===== src/hw/rtl/qra_pkg.sv =====
package qra_pkg;

    localparam int CW_DEFAULT  = 16;
    localparam int HAM_TERMS   = 16;
    localparam int NORM_TERMS  = 4;
    localparam int MAT_TERMS   = 10;
    localparam int MAT_ENTRIES = 9;
    localparam int ROWS        = 3;

    typedef enum logic [4:0] {
        ST_IDLE, ST_DECIDE, ST_HAM, ST_HAM_DRAIN,
        ST_NSC_INIT, ST_NSC, ST_NSQ, ST_NSQ_DRAIN, ST_NSUM, ST_NSQRT,
        ST_NDIV_LD, ST_NDIV, ST_NDIV_ST,
        ST_MSC_INIT, ST_MSC, ST_MSQ, ST_MSQ_DRAIN, ST_MSUM,
        ST_MDIV_LD, ST_MDIV, ST_MDIV_ST, ST_EMIT
    } state_t;

    typedef enum logic [4:0] {
        OP_NONE, OP_CAPTURE, OP_HAM_MUL, OP_SC_LOAD_P, OP_SC_LOAD_A, OP_SC_STEP,
        OP_NORM_ZERO, OP_SQ_MUL, OP_SUM, OP_SQRT_STEP, OP_DIV_LOAD_N, OP_DIV_LOAD_M,
        OP_DIV_STEP, OP_DIV_STORE_N, OP_DIV_STORE_M, OP_MAT_IDENT, OP_EMIT_ROW
    } op_t;

    typedef struct packed {
        op_t        op;
        logic [3:0] idx;
    } cmd_t;

    typedef struct packed {
        logic acc;        // captured beat is an accumulate
        logic sc_zero;    // all scaled magnitudes zero
        logic sc_ok;      // largest magnitude in [2^29, 2^30)
        logic sqrt_done;
        logic out_free;   // output register can take a row
    } stat_t;

endpackage


===== src/hw/rtl/qra_ctrl.sv =====
module qra_ctrl #(
    parameter int COMPONENT_WIDTH = qra_pkg::CW_DEFAULT
) (
    input  logic           aclk,
    input  logic           aresetn,
    input  logic           s_tvalid,
    output logic           s_tready,
    input  qra_pkg::stat_t stat,
    output qra_pkg::cmd_t  cmd
);

    localparam int FRAC = COMPONENT_WIDTH - 2;
    localparam int ITW  = $clog2(FRAC);

    qra_pkg::state_t state_reg, state_next;
    logic [3:0]      cnt_reg, cnt_next;
    logic [ITW-1:0]  it_reg, it_next;

    always_ff @(posedge aclk) begin
        if (!aresetn) begin
            state_reg <= qra_pkg::ST_IDLE;
            cnt_reg   <= '0;
            it_reg    <= '0;
        end else begin
            state_reg <= state_next;
            cnt_reg   <= cnt_next;
            it_reg    <= it_next;
        end
    end

    always_comb begin
        state_next = state_reg;
        cnt_next   = cnt_reg;
        it_next    = it_reg;
        cmd.op     = qra_pkg::OP_NONE;
        cmd.idx    = cnt_reg;
        s_tready   = 1'b0;
        case (state_reg)
            qra_pkg::ST_IDLE: begin
                s_tready = 1'b1;
                if (s_tvalid) begin
                    cmd.op     = qra_pkg::OP_CAPTURE;
                    state_next = qra_pkg::ST_DECIDE;
                end
            end
            qra_pkg::ST_DECIDE: begin
                cnt_next   = '0;
                state_next = stat.acc ? qra_pkg::ST_HAM : qra_pkg::ST_MSC_INIT;
            end
            qra_pkg::ST_HAM: begin
                cmd.op = qra_pkg::OP_HAM_MUL;
                if (cnt_reg == 4'(qra_pkg::HAM_TERMS - 1)) begin
                    cnt_next   = '0;
                    state_next = qra_pkg::ST_HAM_DRAIN;
                end else begin
                    cnt_next = cnt_reg + 4'd1;
                end
            end
            qra_pkg::ST_HAM_DRAIN: state_next = qra_pkg::ST_NSC_INIT;
            qra_pkg::ST_NSC_INIT: begin
                cmd.op     = qra_pkg::OP_SC_LOAD_P;
                state_next = qra_pkg::ST_NSC;
            end
            qra_pkg::ST_NSC: begin
                if (stat.sc_zero) begin
                    cmd.op     = qra_pkg::OP_NORM_ZERO;
                    state_next = qra_pkg::ST_MSC_INIT;
                end else if (stat.sc_ok) begin
                    state_next = qra_pkg::ST_NSQ;
                end else begin
                    cmd.op = qra_pkg::OP_SC_STEP;
                end
            end
            qra_pkg::ST_NSQ: begin
                cmd.op = qra_pkg::OP_SQ_MUL;
                if (cnt_reg == 4'(qra_pkg::NORM_TERMS - 1)) begin
                    cnt_next   = '0;
                    state_next = qra_pkg::ST_NSQ_DRAIN;
                end else begin
                    cnt_next = cnt_reg + 4'd1;
                end
            end
            qra_pkg::ST_NSQ_DRAIN: state_next = qra_pkg::ST_NSUM;
            qra_pkg::ST_NSUM: begin
                cmd.op     = qra_pkg::OP_SUM;
                state_next = qra_pkg::ST_NSQRT;
            end
            qra_pkg::ST_NSQRT: begin
                if (stat.sqrt_done) begin
                    state_next = qra_pkg::ST_NDIV_LD;
                end else begin
                    cmd.op = qra_pkg::OP_SQRT_STEP;
                end
            end
            qra_pkg::ST_NDIV_LD: begin
                cmd.op     = qra_pkg::OP_DIV_LOAD_N;
                it_next    = '0;
                state_next = qra_pkg::ST_NDIV;
            end
            qra_pkg::ST_NDIV: begin
                cmd.op = qra_pkg::OP_DIV_STEP;
                if (it_reg == ITW'(FRAC - 1)) begin
                    state_next = qra_pkg::ST_NDIV_ST;
                end else begin
                    it_next = it_reg + ITW'(1);
                end
            end
            qra_pkg::ST_NDIV_ST: begin
                cmd.op = qra_pkg::OP_DIV_STORE_N;
                if (cnt_reg == 4'(qra_pkg::NORM_TERMS - 1)) begin
                    cnt_next   = '0;
                    state_next = qra_pkg::ST_MSC_INIT;
                end else begin
                    cnt_next   = cnt_reg + 4'd1;
                    state_next = qra_pkg::ST_NDIV_LD;
                end
            end
            qra_pkg::ST_MSC_INIT: begin
                cmd.op     = qra_pkg::OP_SC_LOAD_A;
                cnt_next   = '0;
                state_next = qra_pkg::ST_MSC;
            end
            qra_pkg::ST_MSC: begin
                if (stat.sc_zero) begin
                    cmd.op     = qra_pkg::OP_MAT_IDENT;
                    state_next = qra_pkg::ST_EMIT;
                end else if (stat.sc_ok) begin
                    state_next = qra_pkg::ST_MSQ;
                end else begin
                    cmd.op = qra_pkg::OP_SC_STEP;
                end
            end
            qra_pkg::ST_MSQ: begin
                cmd.op = qra_pkg::OP_SQ_MUL;
                if (cnt_reg == 4'(qra_pkg::MAT_TERMS - 1)) begin
                    cnt_next   = '0;
                    state_next = qra_pkg::ST_MSQ_DRAIN;
                end else begin
                    cnt_next = cnt_reg + 4'd1;
                end
            end
            qra_pkg::ST_MSQ_DRAIN: state_next = qra_pkg::ST_MSUM;
            qra_pkg::ST_MSUM: begin
                cmd.op     = qra_pkg::OP_SUM;
                state_next = qra_pkg::ST_MDIV_LD;
            end
            qra_pkg::ST_MDIV_LD: begin
                cmd.op     = qra_pkg::OP_DIV_LOAD_M;
                it_next    = '0;
                state_next = qra_pkg::ST_MDIV;
            end
            qra_pkg::ST_MDIV: begin
                cmd.op = qra_pkg::OP_DIV_STEP;
                if (it_reg == ITW'(FRAC - 1)) begin
                    state_next = qra_pkg::ST_MDIV_ST;
                end else begin
                    it_next = it_reg + ITW'(1);
                end
            end
            qra_pkg::ST_MDIV_ST: begin
                cmd.op = qra_pkg::OP_DIV_STORE_M;
                if (cnt_reg == 4'(qra_pkg::MAT_ENTRIES - 1)) begin
                    cnt_next   = '0;
                    state_next = qra_pkg::ST_EMIT;
                end else begin
                    cnt_next   = cnt_reg + 4'd1;
                    state_next = qra_pkg::ST_MDIV_LD;
                end
            end
            qra_pkg::ST_EMIT: begin
                if (stat.out_free) begin
                    cmd.op = qra_pkg::OP_EMIT_ROW;
                    if (cnt_reg == 4'(qra_pkg::ROWS - 1)) begin
                        cnt_next   = '0;
                        state_next = qra_pkg::ST_IDLE;
                    end else begin
                        cnt_next = cnt_reg + 4'd1;
                    end
                end
            end
            default: state_next = qra_pkg::ST_IDLE;
        endcase
    end

    a_emit_free: assert property (@(posedge aclk) disable iff (!aresetn)
        cmd.op == qra_pkg::OP_EMIT_ROW |-> stat.out_free)
        else $error("row emitted into busy output register");

    a_accept_decide: assert property (@(posedge aclk) disable iff (!aresetn)
        s_tvalid && s_tready |=> state_reg == qra_pkg::ST_DECIDE)
        else $error("accepted beat not followed by decode");

    a_last_row_idle: assert property (@(posedge aclk) disable iff (!aresetn)
        cmd.op == qra_pkg::OP_EMIT_ROW && cnt_reg == 4'(qra_pkg::ROWS - 1)
        |=> state_reg == qra_pkg::ST_IDLE)
        else $error("no return to idle after last row");

endmodule


===== config.mk =====
export PLATFORM = sky130hd
export DESIGN_NAME = qra_ctrl
export DESIGN_NICKNAME = d
export VERILOG_FILES = /design/src/hw/rtl/qra_pkg.sv /design/src/hw/rtl/qra_ctrl.sv
export SDC_FILE = /design/constraint.sdc
export NUM_CORES = 1
export LEC_CHECK = 0
export BUFFER_PORTS_ARGS = -buffer_cell sky130_fd_sc_hd__buf_2
export CORE_UTILIZATION = 56
export CTS_CLUSTER_SIZE = 30
export DETAILED_ROUTE_END_ITERATION = 10
export PLACE_DENSITY = 0.85
export SLEW_MARGIN = 20
export SYNTH_ARGS = -nofsm -noshare
export SYNTH_HDL_FRONTEND = slang
export SYNTH_SLANG_ARGS = --single-unit

===== constraint.sdc =====
create_clock -name aclk -period 2.54 [get_ports aclk]
set_clock_uncertainty 0.2 [all_clocks]
set_input_delay 0.127 -clock aclk [delete_from_list [all_inputs] [get_ports aclk]]
set_output_delay 0.127 -clock aclk [all_outputs]
set_load 0.05 [all_outputs]

==> flow_metrics.py <==
metrics = {
    "cells_and_area": {
        "final_cell_mix": "nand2_1 (23), buf_4 (19), o21ai_0 (18), buf_2 (17), a21oi_1 (12)",
        "layout.cells.non_filler": 260,
        "area_delta_synth_final_pct": 14.7,
        "largest_register_ffs": 5,
        "antennaDiodeCount": 0,
        "drive_gt1_frac": 0.204,
        "nNetsFinal": 245,
        "final_common_cell": "nand2_1",
    },
    "global_routing": {
        "overflow": 0,
        "grt_max_degree": 22,
        "antenna_found_initial": 0,
        "grt_pass1_wl_um": 6540,
        "track_usage": 0.316,
        "first_global_vias": 1514,
    },
    "setup_path": {
        "r2r-end": "cnt_reg[1]",
        "worst_ep_arrival_time_ps": 2040,
        "path_class": "flip-flop to output port",
        "critical_path_peak_fanout": 14,
        "crit_start": "state_reg[0]",
        "reg2reg_slack_ps": 190,
        "cp-start-kind": "flip-flop",
        "reg2regPathDepth": 8,
        "r2r-start": "cnt_reg[0]",
        "required_ps": 2210,
        "end_kind": "output port",
    },
    "logic_synthesis": {
        "synth_area_sq_um": 1500,
        "synth_compound_area_frac": 0.325,
        "synth.avg_cell_area_sq_um": 7.18,
        "ys_warn_count": 0,
        "async_flop_share": 0,
        "synth-main-ff-cell": "dfxtp_1",
        "netlist.top_cell.by_area": "dfxtp_1",
        "synthAdderAreaFrac": 0.0500,
        "synthMuxAreaShare": 0.0333,
        "ys_ff_latch": 13,
        "syn-instance-count": 209,
        "synthSimpleGateAreaFrac": 0.286,
        "synth-xor-area-share": 0.0467,
        "synthesis.nets": 223,
        "ys_seq_area_frac": 0.173,
        "synth_edf_count": 0,
        "synth_top_area_frac": 0.173,
        "ys_top_cells_by_area": "dfxtp_1 (17%), o21ai_0 (6.0%), nand2_1 (5.8%), ha_1 (5.0%), a21oi_1 (4.0%)",
        "synth_cell_types": 55,
        "synth_top_family_by_area": "compound AO/OA/AOI/OAI gates",
    },
    "route": {
        "via_count": 1649,
        "route.detailed.drc": 0,
        "avgRoutedWirePerCell_um": 15.6,
        "first_iter_violations": 49,
        "ant_nets": 0,
        "viasPerCell": 6.34,
        "drtPass1Iterations": 5,
        "drt-total-wl_um": 4060,
    },
    "power": {
        "power_density_nw_per_um2": 1110,
        "power_mw": 1.92,
        "vdd_drop_max_mv": 0.787,
        "cellLeakagePower_nw": 0.673,
    },
    "die": {
        "die-area_sq_um": 2890,
        "rows": 18,
        "die_x_um": 53.8,
        "io_pins": 18,
        "start_util": 0.601,
        "die_h_um": 53.8,
        "core_sq_um": 2500,
    },
    "placed_design": {
        "dp_cells": 255,
        "hpwl_um": 3130,
        "dpl_worst_slack_ps": 117,
        "gp_congestion": 0.893,
        "portBuffers": 17,
    },
    "min_path": {
        "min-delay-start": "stat[3]",
        "whs_endpoint": "state_reg[4]",
        "hold_path.class": "input port to flip-flop",
        "whs_path_depth": 5,
    },
    "timing": {
        "fmaxAchievable_mhz": 423,
        "tns_ps": 0,
        "worst_pin_slew_ps": 440,
        "fin_crit_sh": 0.931,
        "slew_violations": 0,
        "finalSetupViolCount": 0,
        "min_period_ps": 2370,
        "relSlewSlack": 0.704,
        "rsz0062_at_grt": "false",
        "fin_ws_ps": 174,
        "hold_ws_ps": 189,
        "hold_viol": 0,
    },
    "clock_tree": {
        "cts_buffers": 3,
        "insertion_delay_ps": 270,
        "root_buffer": "clkbuf_4",
        "post-cts-setup-buffer-count": 0,
        "clkTransAtPathRegs_ps": 70,
        "max-clock-path-buffers": 2,
        "clock-sinks": 13,
        "cts_tree": "built",
        "cts_max_level": 1,
    },
    "run_status": {
        "status": "completed",
    },
    "job": {
        "drv_cap": 0,
    },
}
## what timing repair did
| item | 4_1_cts | 5_1_grt |
|---|---|---|
| endpoints found under the hold margin | 5 | 0 |
| endpoints found under the setup margin | 0 | 7 |
| gates resized for setup | 0 | 2 |
| hold buffers | 1 | 0 |
## critical path, cell delays in order, from the launching register on
cell	delay [ps]
dfxtp_1	540
buf_4	220
buf_4	190
inv_1	130
a21oi_1	150
nor2_1	50
o21ai_0	140
o211ai_1	110
buf_2	220
## stage by stage
step | instance area [sq um] | utilization
6_report | 1720 | 0.689
4_1_cts | 1720 | 0.687
3_3_place_gp | 1680 | 0.673
5_1_grt | 1720 | 0.689
2_1_floorplan | 1510 | -
3_5_place_dp | 1680 | 0.673
## synthesized netlist by cell type, drive strengths merged, types with 2 or more instances
library cell	instances
a211oi	3
a21o	2
a21oi	12
a32o	2
a32oi	4
and3	4
buf	11
clkbuf	9
dfxtp	13
ha	6
inv	9
mux2i	5
nand2	23
nand2b	8
nand3	6
nand3b	2
nor2	9
nor2b	5
nor3b	5
o211ai	2
o21a	5
o21ai	18
o22ai	4
o2bb2ai	3
o31ai	3
o32ai	3
or3	2
or3b	2
xnor2	5
xor2	3
## final cells by class
cell class / count / area (sq um)
multi-input combinational: 167 / 1120
fill: 219 / 777
sequential: 13 / 264
timing repair buffer: 37 / 238
tap: 30 / 37.5
inverter: 9 / 33.8
clock buffer: 4 / 26.3
## cells by family after synthesis
group,count (synthesis)
buf+inv,29
xor+xnor,8
simple gates,77
mux,5
compound gates,71
fa+ha+maj,6
flops,13
## power by group
part	total, mW	switching, mW	leakage, nW	internal [mW]
logic	1.48	0.920	0.551	0.556
registers	0.321	0.0752	0.107	0.246
clock network	0.122	0.0610	0.0150	0.0608
## worst max-delay path by stage
stage | end | cells after the start
4_1_cts | state_reg[1] | 7
6_report | cmd[7] | 8
3_3_place_gp | state_reg[1] | 7
5_1_grt | cmd[7] | 8
2_1_floorplan | cmd[5] | 7
3_5_place_dp | state_reg[3] | 7
## metal layers
layer  wire length (um)  GRT usage  part of all wire
met3                159     0.0424             0.039
met4                100      0.180             0.025
met5                  0          0                 0
met1               1860      0.383              0.46
met2               1940      0.529              0.48
(Power assumes the default switching activity.)
